### src/design/led_strip_frame_builder_assert.svh
// ----------------------------------------------------------------------------
// led strip frame builder assertion macros
// concurrent assertion helpers, empty when synthesized
// ----------------------------------------------------------------------------
`ifndef LED_STRIP_FRAME_BUILDER_ASSERT_SVH
`define LED_STRIP_FRAME_BUILDER_ASSERT_SVH

`ifndef SYNTHESIS

// property must hold at every clock edge outside reset
`define LSFB_ASSERT(lbl, clk, rst_n, prop, msg) \
	lbl: assert property (@(posedge clk) disable iff (!rst_n) (prop)) \
		else $error(msg);

// expression must never be true outside reset
`define LSFB_NEVER(lbl, clk, rst_n, expr, msg) \
	lbl: assert property (@(posedge clk) disable iff (!rst_n) !(expr)) \
		else $error(msg);

`else

`define LSFB_ASSERT(lbl, clk, rst_n, prop, msg)
`define LSFB_NEVER(lbl, clk, rst_n, expr, msg)

`endif

`endif

### src/design/lsfb_pkg.sv
// ----------------------------------------------------------------------------
// lsfb_pkg
// shared types and constants of the led strip frame builder
// ----------------------------------------------------------------------------
package lsfb_pkg;

	localparam int MAX_LEDS_DEFAULT    = 64;
	localparam int QUEUE_DEPTH_DEFAULT = 2;

	localparam int COLOUR_W = 24;
	localparam int COUNT_W  = 7;
	localparam int STOP_W   = 4;
	localparam int IDX_W    = 4;
	localparam int BYTE_W   = 8;

	localparam logic [BYTE_W-1:0] BYTE_ZERO = 8'h00;
	localparam logic [BYTE_W-1:0] BYTE_FF   = 8'hff;

	localparam logic [IDX_W-1:0] START_BYTES = 4'd4;
	localparam logic [IDX_W-1:0] LED_BYTES   = 4'd4;

	// one stop byte per 16 leds, rounded up
	localparam logic [BYTE_W-1:0] STOP_ROUND = 8'd15;
	localparam int                STOP_SHIFT = 4;

	typedef enum logic [1:0] {
		LED_HEADER = 2'd0,
		LED_LOW    = 2'd1,
		LED_MID    = 2'd2,
		LED_HIGH   = 2'd3
	} led_byte_t;

	typedef struct packed {
		logic                start;
		logic                is_led;
		logic [COLOUR_W-1:0] colour;
		logic [STOP_W-1:0]   stops;
	} cmd_t;

	typedef struct packed {
		logic full;
		logic valid;
	} queue_status_t;

endpackage

### src/design/lsfb_front.sv
// ----------------------------------------------------------------------------
// lsfb_front
// accepts items; while enabled, tracks the frame and turns each into a command
// ----------------------------------------------------------------------------
`include "led_strip_frame_builder_assert.svh"

module lsfb_front #(
	parameter int MAX_LEDS = lsfb_pkg::MAX_LEDS_DEFAULT
) (
	input  logic                          clk,
	input  logic                          arst_n,
	input  logic                          enable,
	input  logic                          accept,
	input  logic                          mode,
	input  logic [lsfb_pkg::COLOUR_W-1:0] set_colour,
	input  logic [lsfb_pkg::COLOUR_W-1:0] pressed_colour,
	input  logic                          button_pressed,
	output logic                          push,
	output lsfb_pkg::cmd_t                cmd
);

	localparam logic [lsfb_pkg::COUNT_W-1:0] COUNT_MAX = lsfb_pkg::COUNT_W'(MAX_LEDS);

	logic                         in_frame_q;
	logic [lsfb_pkg::COUNT_W-1:0] led_count_q;
	logic [lsfb_pkg::BYTE_W-1:0]  stop_sum;
	logic [lsfb_pkg::STOP_W-1:0]  stops;
	logic                         has_bytes;

	assign stop_sum = lsfb_pkg::BYTE_W'(led_count_q) + lsfb_pkg::STOP_ROUND;
	assign stops    = stop_sum[lsfb_pkg::STOP_SHIFT +: lsfb_pkg::STOP_W];

	always_comb begin
		cmd.start  = !in_frame_q;
		cmd.is_led = !mode;
		cmd.colour = ((set_colour == '0) && button_pressed) ? pressed_colour : set_colour;
		cmd.stops  = mode ? stops : '0;
	end

	assign has_bytes = cmd.start || cmd.is_led || (cmd.stops != '0);
	assign push      = accept && enable && has_bytes;

	always_ff @(posedge clk or negedge arst_n) begin
		if (!arst_n) begin
			in_frame_q  <= 1'b0;
			led_count_q <= '0;
		end else if (accept && enable) begin
			if (!mode) begin
				in_frame_q <= 1'b1;
				if (led_count_q < COUNT_MAX) begin
					led_count_q <= led_count_q + lsfb_pkg::COUNT_W'(1);
				end
			end else begin
				in_frame_q  <= 1'b0;
				led_count_q <= '0;
			end
		end
	end

	`LSFB_ASSERT(a_count_bound, clk, arst_n, led_count_q <= COUNT_MAX, "led count above limit")
	`LSFB_ASSERT(a_idle_count, clk, arst_n, !in_frame_q |-> led_count_q == '0, "count outside frame")

endmodule

### src/design/lsfb_queue.sv
// ----------------------------------------------------------------------------
// lsfb_queue
// short command queue between the front and the byte sequencer
// ----------------------------------------------------------------------------
`include "led_strip_frame_builder_assert.svh"

module lsfb_queue #(
	parameter int DEPTH = lsfb_pkg::QUEUE_DEPTH_DEFAULT
) (
	input  logic                   clk,
	input  logic                   arst_n,
	input  logic                   push,
	input  lsfb_pkg::cmd_t         push_cmd,
	input  logic                   pop,
	output lsfb_pkg::cmd_t         head,
	output lsfb_pkg::queue_status_t status
);

	localparam int PTR_W = (DEPTH > 1) ? $clog2(DEPTH) : 1;
	localparam int CNT_W = $clog2(DEPTH + 1);

	lsfb_pkg::cmd_t   mem_q [DEPTH];
	logic [PTR_W-1:0] wr_ptr_q;
	logic [PTR_W-1:0] rd_ptr_q;
	logic [CNT_W-1:0] count_q;

	assign status.full  = (count_q == CNT_W'(DEPTH));
	assign status.valid = (count_q != '0);
	assign head         = mem_q[rd_ptr_q];

	always_ff @(posedge clk) begin
		if (push) begin
			mem_q[wr_ptr_q] <= push_cmd;
		end
	end

	always_ff @(posedge clk or negedge arst_n) begin
		if (!arst_n) begin
			wr_ptr_q <= '0;
			rd_ptr_q <= '0;
			count_q  <= '0;
		end else begin
			if (push) begin
				wr_ptr_q <= (wr_ptr_q == PTR_W'(DEPTH - 1)) ? '0 : wr_ptr_q + PTR_W'(1);
			end
			if (pop) begin
				rd_ptr_q <= (rd_ptr_q == PTR_W'(DEPTH - 1)) ? '0 : rd_ptr_q + PTR_W'(1);
			end
			case ({push, pop})
				2'b10:   count_q <= count_q + CNT_W'(1);
				2'b01:   count_q <= count_q - CNT_W'(1);
				default: count_q <= count_q;
			endcase
		end
	end

	`LSFB_NEVER(a_no_overflow, clk, arst_n, push && status.full, "push into full queue")
	`LSFB_NEVER(a_no_underflow, clk, arst_n, pop && !status.valid, "pop from empty queue")

endmodule

### src/design/lsfb_back.sv
// ----------------------------------------------------------------------------
// lsfb_back
// byte sequencer: walks the head command and drives the output register
// ----------------------------------------------------------------------------
`include "led_strip_frame_builder_assert.svh"

module lsfb_back (
	input  logic                        clk,
	input  logic                        arst_n,
	input  lsfb_pkg::cmd_t              head,
	input  logic                        head_valid,
	output logic                        pop,
	output logic                        m_tvalid,
	input  logic                        m_tready,
	output logic [lsfb_pkg::BYTE_W-1:0] m_tdata,
	output logic                        m_tlast
);

	logic [lsfb_pkg::IDX_W-1:0]  idx_q;
	logic                        valid_q;
	logic [lsfb_pkg::BYTE_W-1:0] data_q;
	logic                        last_q;

	logic [lsfb_pkg::IDX_W-1:0]  start_len;
	logic [lsfb_pkg::IDX_W-1:0]  body_len;
	logic [lsfb_pkg::IDX_W-1:0]  cmd_len;
	logic [lsfb_pkg::IDX_W-1:0]  body_idx;
	logic                        load;
	logic                        last_now;
	logic [lsfb_pkg::BYTE_W-1:0] byte_now;

	assign start_len = head.start ? lsfb_pkg::START_BYTES : '0;
	assign body_len  = head.is_led ? lsfb_pkg::LED_BYTES : lsfb_pkg::IDX_W'(head.stops);
	assign cmd_len   = start_len + body_len;
	assign body_idx  = idx_q - start_len;
	assign last_now  = (idx_q == cmd_len - lsfb_pkg::IDX_W'(1));

	// output register takes a new byte when empty or being drained
	assign load = !valid_q || m_tready;
	assign pop  = load && head_valid && last_now;

	always_comb begin
		if (idx_q < start_len) begin
			byte_now = lsfb_pkg::BYTE_ZERO;
		end else if (!head.is_led) begin
			byte_now = lsfb_pkg::BYTE_FF;
		end else begin
			case (lsfb_pkg::led_byte_t'(body_idx[1:0]))
				lsfb_pkg::LED_HEADER: byte_now = lsfb_pkg::BYTE_FF;
				lsfb_pkg::LED_LOW:    byte_now = head.colour[7:0];
				lsfb_pkg::LED_MID:    byte_now = head.colour[15:8];
				lsfb_pkg::LED_HIGH:   byte_now = head.colour[23:16];
				default:              byte_now = lsfb_pkg::BYTE_FF;
			endcase
		end
	end

	always_ff @(posedge clk or negedge arst_n) begin
		if (!arst_n) begin
			valid_q <= 1'b0;
			idx_q   <= '0;
		end else if (load) begin
			valid_q <= head_valid;
			if (head_valid) begin
				idx_q <= last_now ? '0 : idx_q + lsfb_pkg::IDX_W'(1);
			end
		end
	end

	always_ff @(posedge clk) begin
		if (load && head_valid) begin
			data_q <= byte_now;
			last_q <= last_now;
		end
	end

	assign m_tvalid = valid_q;
	assign m_tdata  = data_q;
	assign m_tlast  = last_q;

	`LSFB_ASSERT(a_idx_needs_head, clk, arst_n, idx_q != '0 |-> head_valid, "command lost mid run")
	`LSFB_ASSERT(a_idx_in_range, clk, arst_n, head_valid |-> idx_q < cmd_len, "byte index past command")

endmodule

### src/design/led_strip_frame_builder.sv
// ----------------------------------------------------------------------------
// led_strip_frame_builder
// byte stream encoder for a two-wire addressable led strip
// ----------------------------------------------------------------------------
// channel   dir  handshake            payload
// s_*       in   s_tvalid/s_tready    tdata: led colours and button, tuser: mode
// m_*       out  m_tvalid/m_tready    tdata: out_byte, tlast: last_of_run
// cfg_*     in   cfg_we               cfg_wdata: strip_enable
//
// one output byte per cycle from the sequencer's output register while m_tready is high and a command is queued
// led item: 4 bytes, plus 4 start bytes on the first item of a frame
// frame end: ceil(count/16) stop bytes, or 4 start bytes with no frame open
// a QUEUE_DEPTH command queue lets input run ahead while m_tready is low
// reset clears the frame state and the queue, no clearing pass
// ----------------------------------------------------------------------------
module led_strip_frame_builder #(
	parameter int MAX_LEDS    = lsfb_pkg::MAX_LEDS_DEFAULT,
	parameter int QUEUE_DEPTH = lsfb_pkg::QUEUE_DEPTH_DEFAULT
) (
	input  logic        clk,
	input  logic        arst_n,
	input  logic        cfg_we,
	input  logic        cfg_wdata,
	input  logic        s_tvalid,
	output logic        s_tready,
	// set_colour[23:0], pressed_colour[47:24], button_pressed[48], zero pad
	input  logic [55:0] s_tdata,
	// mode[0]
	input  logic        s_tuser,
	output logic        m_tvalid,
	input  logic        m_tready,
	// out_byte[7:0]
	output logic [7:0]  m_tdata,
	output logic        m_tlast
);

	logic                    strip_enable_q;
	logic                    accept;
	logic                    push;
	logic                    pop;
	lsfb_pkg::cmd_t          push_cmd;
	lsfb_pkg::cmd_t          head;
	lsfb_pkg::queue_status_t q_status;

	always_ff @(posedge clk or negedge arst_n) begin
		if (!arst_n) begin
			strip_enable_q <= 1'b0;
		end else if (cfg_we) begin
			strip_enable_q <= cfg_wdata;
		end
	end

	assign s_tready = !q_status.full;
	assign accept   = s_tvalid && s_tready;

	lsfb_front #(
		.MAX_LEDS(MAX_LEDS)
	) u_front (
		.clk           (clk),
		.arst_n        (arst_n),
		.enable        (strip_enable_q),
		.accept        (accept),
		.mode          (s_tuser),
		.set_colour    (s_tdata[23:0]),
		.pressed_colour(s_tdata[47:24]),
		.button_pressed(s_tdata[48]),
		.push          (push),
		.cmd           (push_cmd)
	);

	lsfb_queue #(
		.DEPTH(QUEUE_DEPTH)
	) u_queue (
		.clk     (clk),
		.arst_n  (arst_n),
		.push    (push),
		.push_cmd(push_cmd),
		.pop     (pop),
		.head    (head),
		.status  (q_status)
	);

	lsfb_back u_back (
		.clk       (clk),
		.arst_n    (arst_n),
		.head      (head),
		.head_valid(q_status.valid),
		.pop       (pop),
		.m_tvalid  (m_tvalid),
		.m_tready  (m_tready),
		.m_tdata   (m_tdata),
		.m_tlast   (m_tlast)
	);

endmodule
### config.mk
export PLATFORM = sky130hd
export DESIGN_NAME = led_strip_frame_builder
export DESIGN_NICKNAME = d
export VERILOG_FILES = /design/src/design/lsfb_pkg.sv /design/src/design/lsfb_front.sv /design/src/design/lsfb_queue.sv /design/src/design/lsfb_back.sv /design/src/design/led_strip_frame_builder.sv
export VERILOG_INCLUDE_DIRS = /design/src /design/src/design
export SDC_FILE = /design/constraint.sdc
export NUM_CORES = 1
export LEC_CHECK = 0
export ABC_AREA = 1
export BUFFER_PORTS_ARGS = -buffer_cell sky130_fd_sc_hd__buf_4
export CAP_MARGIN = 25
export CORE_MARGIN = 2
export CORE_UTILIZATION = 35
export CTS_CLUSTER_SIZE = 30
export DETAILED_ROUTE_END_ITERATION = 8
export GPL_TIMING_DRIVEN = 0
export PLACE_DENSITY = 0.59
export SETUP_SLACK_MARGIN = 0.4
export SYNTH_ARGS = -nofsm -noshare
export SYNTH_HDL_FRONTEND = slang
export SYNTH_HIERARCHICAL = 1
export SYNTH_SLANG_ARGS = --single-unit
### constraint.sdc
create_clock -name clk -period 4.45 [get_ports clk]
set_input_delay 0.6675 -clock clk [delete_from_list [all_inputs] [get_ports clk]]
set_output_delay 0.6675 -clock clk [all_outputs]
set_load 0.03 [all_outputs]
Word-level counts from Yosys, hierarchy flattened
Memories as Yosys holds them, arrays and structs flattened.
Index checks and enable logic that the tools add are counted.
Widths: inputs -> output; s select.
- output and inout bits: 11
- memories: 1
- word-level logic and storage cells: 66
- RAM bits: 60
- input bits: 63
- flip-flop bits (word level): 27
- magnitude comparators: 2
- reductions and logical operators: 21
- muxes and demuxes: 15
- eq/ne operators: 7
- add/sub/neg operators: 10
- memory list (memory ; words ; bits a word ; rd ports ; clocked after memory_dff ; write ports ; line ; RTL):
    u_queue.mem_q ; 2 ; 30 ; 1 ; 0 ; 1 ; lsfb_queue.sv:22 ; lsfb_pkg::cmd_t mem_q [DEPTH];
- operators by type and width (cell ; count):
    $pmux 8 s4 ; 1
    $logic_not 24->1 ; 1
    $mux 24 ; 1
    $mux 7 ; 2
    $mux 4 ; 3
    $add 7x4->8 const B ; 1
    $eq 2x2->1 const B ; 4
    $mux 8 ; 1
    $add 7x1->7 const B ; 1
    $lt 7x7->1 const B ; 1
    $logic_and 1x1->1 ; 6
    $reduce_bool 2->1 ; 3
    $mux 1 ; 5
    $add 3x4->4 ; 1
    $add 4x1->4 const B ; 1
    $eq 2x1->1 const B ; 2
    $eq 4x4->1 ; 1
    $logic_not 1->1 ; 4
    $lt 4x3->1 ; 1
    $pmux 2 s2 ; 1
    $reduce_and 2->1 ; 2
    $reduce_bool 4->1 ; 1
    $sub 4x1->4 const B ; 1
    $logic_or 1x1->1 ; 3
    6 further kinds ; 7

Depth between registers and ports, before layout
An unclocked memory read counts as a cell.
- word-level depth: 8
- gate-level depth with buffers: 22

Cells and area by module
Netlist, hierarchy kept.
- by module, submodules not included (module ; area each (um^2) ; sequential area each (um^2) ; instances ; cells an instance):
    lsfb_queue ; 2552.4 ; 1901.8 ; 1 ; 181
    lsfb_front ; 1076.0 ; 200.2 ; 1 ; 170
    lsfb_back ; 973.4 ; 395.4 ; 1 ; 124
    led_strip_frame_builder ; 51.3 ; 25.0 ; 1 ; 8

Least setup slack after synthesis
Ideal clock, no wire load.
- path kind: input to register
- start point: in s_tuser
- end point: mem u_queue/mem_q[0][0] in the netlist's numbering (enable)
- library setup time: 417 ps
- path slack: 1587 ps
- path buffers: 0
- stages: 10
- arrival time: 2445 ps
- required time: 4033 ps
- path through: nand2_1 nor2_1 nand2_1 nand2_1 nor2_1 nand3_1 nand2_1 inv_1 inv_1 nor2_1
- word-level cells in the longest chain between the ends: 6
- elaborated cells on any way between the ends: 8
- ends and longest elaborated chain (element ; line ; RTL):
    start: declaration ; led_strip_frame_builder.sv:29 ; input logic s_tuser,
    $mux 4 or $logic_not 1->1 (tied branches) ; lsfb_front.sv:37, lsfb_front.sv:35 ;
    $reduce_bool 4->1 or $logic_or 1x1->1 (tied branches) ; lsfb_front.sv:40 ; assign has_bytes = cmd.start || cmd.is_led || (cmd.stops != '0);
    $logic_or 1x1->1 * ; lsfb_front.sv:40 ;
    $logic_and 1x1->1 * ; lsfb_front.sv:41 ; assign push = accept && enable && has_bytes;
    named net push ; led_strip_frame_builder.sv:39 ; logic push;
    $mux 1 * ; lsfb_queue.sv:32 ; if (push) begin
    $mux 1 (implied by the code) * ; lsfb_queue.sv:33 ; mem_q[wr_ptr_q] <= push_cmd;
    end: declaration ; lsfb_queue.sv:22 ;
Mark *: on every way through the listed nets, which the timed path passes. The rest lies on a longest branch.

==> impl_metrics.csv <==
group,metric,value,unit
status,status,"complete, no violations",
floorplanning,die_y,119,um
critical_path,critPathTopFamily,"adder cells",
clocking,cts_buffers,9,
placed_design,hpwl,7040,um
drt,drt-pass1-iter-count,6,
sta,fin_skew,0.00576,ns
drt,drt_iter0_drc,154,
drt,num_vias,3304,
placed_design,routabilityCongestion,0.832,
clocking,cts_sinks,87,
sta,worst_slew_pin_slew,0.929,ns
clocking,cts_tree,"built",
synthesis,seq_area_frac_synth,54.2,%
drt,drc,0,
critical_path,worst_ep_required_time,4.68,ns
clocking,cts-resized-gates,0,
global_route,track_usage,13.8,%
global_route,grt_pass1_vias,3270,
job,cap_viol_max_count,0,
critical_path,worst_path_max_delay_cell,"fa_1",
drt,routed_via_density,4.46,
critical_path,worstPathBufferInverterCount,5,
synthesis,ys_ff_latch,87,
power,power_leakage,2.57,nW
power,peakVddDrop,0.000243,V
global_route,antenna_found_initial,0,
clocking,post_cts_buffers,0,
critical_path,rr_worst_depth,18,
floorplanning,row_count,42,
placed_design,port_buffers,66,
final_layout,layout.nets,634,
drt,ant_nets,0,
synthesis,ys_warn_count,6,
drt,wl,9080,um
sta,slew_headroom,37.9,%
critical_path,worst-path-stages,18,
synthesis,netlist_area,0.00465,mm2
clocking,clockBufferDepth,2,
clocking,root_buffer,"clkbuf_16",
critical_path,crit_arrival,3.18,ns
power,p_per_area,557,mW/mm2
floorplanning,boundaryPins,74,
critical_path,critPathMaxFanout,10,
global_route,grt_pass1_wl,15500,um
clocking,holdBufCountCts,0,
sta,post-route-period-util,66.4,%
sta,timing.final.hold_violations,0,
clocking,clkLatencyLatePin,0.34,ns
floorplanning,coreArea,0.0131,mm2
sta,max_freq,0.338,GHz
global_route,grt_max_degree,31,
drt,wire_per_inst,12.3,um
final_layout,drive_gt1_share,29.7,%
sta,setup_viol,0,
critical_path,cp-start-kind,"flop",
clocking,path_clk_slew,0.06,ns
floorplanning,start_util,35.4,%
critical_path,cp-end-kind,"flop",
final_layout,syn_to_final_growth,22.3,%
critical_path,crit_path_frequent_cell,"nand2_1",
power,p_total,3.17,mW
floorplanning,die_area,0.0142,mm2
sta,min_period,2.96,ns
critical_path,cpPeakStageDelay,0.47,ns
clocking,htreeDepth,3,
critical_path,path_class,"flop to flop",
sta,setup_tns,0,ns
synthesis,synthCells,483,
synthesis,syn_avg_cell_area,9.63,um2
global_route,grt_overflow,0,
hold_path,min_path_type,"input port to async pin",
synthesis,syn-num-nets,556,
sta,maxSlewViolCount,0,
sta,rsz0062_at_grt,"no",
floorplanning,die_x,119,um
synthesis,synth.distinct_cells,30,
critical_path,cp_cell_sequence,"buf_6 -> buf_6 -> o21ai_2 -> nor2_1 -> ha_1 -> fa_1 -> inv_1 -> nand2_1 -> nand2_1 -> nand2_2 -> nor2_4 -> nand3_2 -> inv_1 -> ha_1 -> inv_1 -> nand3_1 -> nand2_1 -> nand2_1",
final_layout,antenna_cells,0,
-- area by class of cell --
cell class	instances	area [um2]
clock inverter	6	62.6
fill	1271	7450
tap	176	220
buffer	14	140
sequential	87	2520
multi-input combinational	280	1620
timing repair buffer	67	523
clock buffer	9	225
inverter	102	383
-- final timing paths --
path                                        from                endpoint  slack, ns
worst max-delay path            u_queue/rd_ptr_q      u_queue/count_q[1]       1.49
worst min-delay path                      arst_n         u_back/idx_q[0]       0.19
worst max register to register  u_queue/rd_ptr_q      u_queue/count_q[1]       1.49
worst min register to register    strip_enable_q          strip_enable_q       0.48
max in group asynchronous                 arst_n  u_front/led_count_q[6]       4.05
min in group clk                  strip_enable_q          strip_enable_q       0.48
-- layout by cell type (no fill, tap or decap), types with 3 or more instances in the layout --
| master | instances |
|---|---|
| clkinv_2 | 3 |
| edfxtp_1 | 69 |
| nand2_2 | 7 |
| inv_2 | 12 |
| xnor2_1 | 3 |
| a41oi_1 | 8 |
| nand4_1 | 3 |
| o21ai_1 | 11 |
| nor2_4 | 3 |
| nor2_1 | 16 |
| nand2_1 | 138 |
| dfrtp_1 | 18 |
| buf_6 | 10 |
| nor3_2 | 4 |
| nand3_2 | 21 |
| xor2_1 | 4 |
| ha_1 | 9 |
| buf_4 | 66 |
| clkbuf_16 | 9 |
| nand3_1 | 19 |
| inv_1 | 90 |
| o21ai_2 | 24 |
-- report_power, final --
part | leakage (nW) | switching (mW) | internal, mW | total [mW]
Combinational | 1.57 | 0.797 | 0.473 | 1.27
Sequential | 0.857 | 0.0914 | 1.08 | 1.18
Clock | 0.145 | 0.293 | 0.430 | 0.723
-- routing by layer --
metal  share of wire [%]  routed length, um  track usage, %
met4                 1.8                163            6.69
met5                   0                  0               0
met3                 4.1                369            1.77
met1                  47               4300            18.3
met2                  47               4250            22.4
-- synthesized netlist by cell type, drive strengths merged --
master / number / area share (%)
a21oi: 2 / 0.22
edfxtp: 69 / 45
nand2: 145 / 12
buf: 12 / 2.9
nand3: 40 / 6.6
a41oi: 8 / 1.5
inv: 102 / 8.2
o22ai: 1 / 0.13
dfrtp: 18 / 9.7
xor2: 4 / 0.75
ha: 9 / 2.4
xnor2: 3 / 0.56
nor3: 7 / 1.4
nand4: 4 / 0.67
nor2: 20 / 2.0
fa: 1 / 0.43
o21ai: 36 / 5.8
clkbuf: 2 / 0.16
-- worst register-to-register path: cells and delay by family (launching register included) --
kind | cells | cell delay [ns]
flip-flops | 1 | 0.38
AND/OR/NAND/NOR | 9 | 0.67
adder cells (fa/ha/maj) | 3 | 1.02
buffers and inverters | 5 | 0.58
AO/OA/AOI/OAI | 1 | 0.21
-- through the flow --
step | area (um2) | util (%) | hold slack [ns] | instances | worst slack, ns
3_5_place_dp | 5400 | 41.1 | 0.467 | 726 | 1.49
5_1_grt | 5690 | 43.3 | 0.219 | 741 | 1.24
4_1_cts | 5690 | 43.3 | 0.196 | 741 | 1.47
2_1_floorplan | 4650 | - | 0.372 | 483 | 1.59
6_report | 5690 | 43.3 | 0.194 | 741 | 1.49
3_3_place_gp | 5370 | 40.9 | 0.454 | 725 | 0.607
-- state kept, by name (all words and copies together) (netlist names) --
register / count
strip_enable_q: 1
u_back/idx_q: 4
u_back/m_tdata: 8
u_back/m_tlast: 1
u_back/m_tvalid: 1
u_front/in_frame_q: 1
u_front/led_count_q: 7
u_queue/count_q: 2
u_queue/mem_q: 60
u_queue/rd_ptr_q: 1
u_queue/wr_ptr_q: 1
-- cell families (layout without fill, tap and decap cells) --
logic type      Yosys count  count (layout)  synth area share, %
xor+xnor                  7               7                 1.32
buf+inv                 116             198                 11.2
fa+ha+maj                10              10                 2.85
compound gates           47              47                 7.66
simple gates            216             216                 22.7
flops                    87              87                 54.2
No activity file was read; power rests on OpenSTA's default activity.
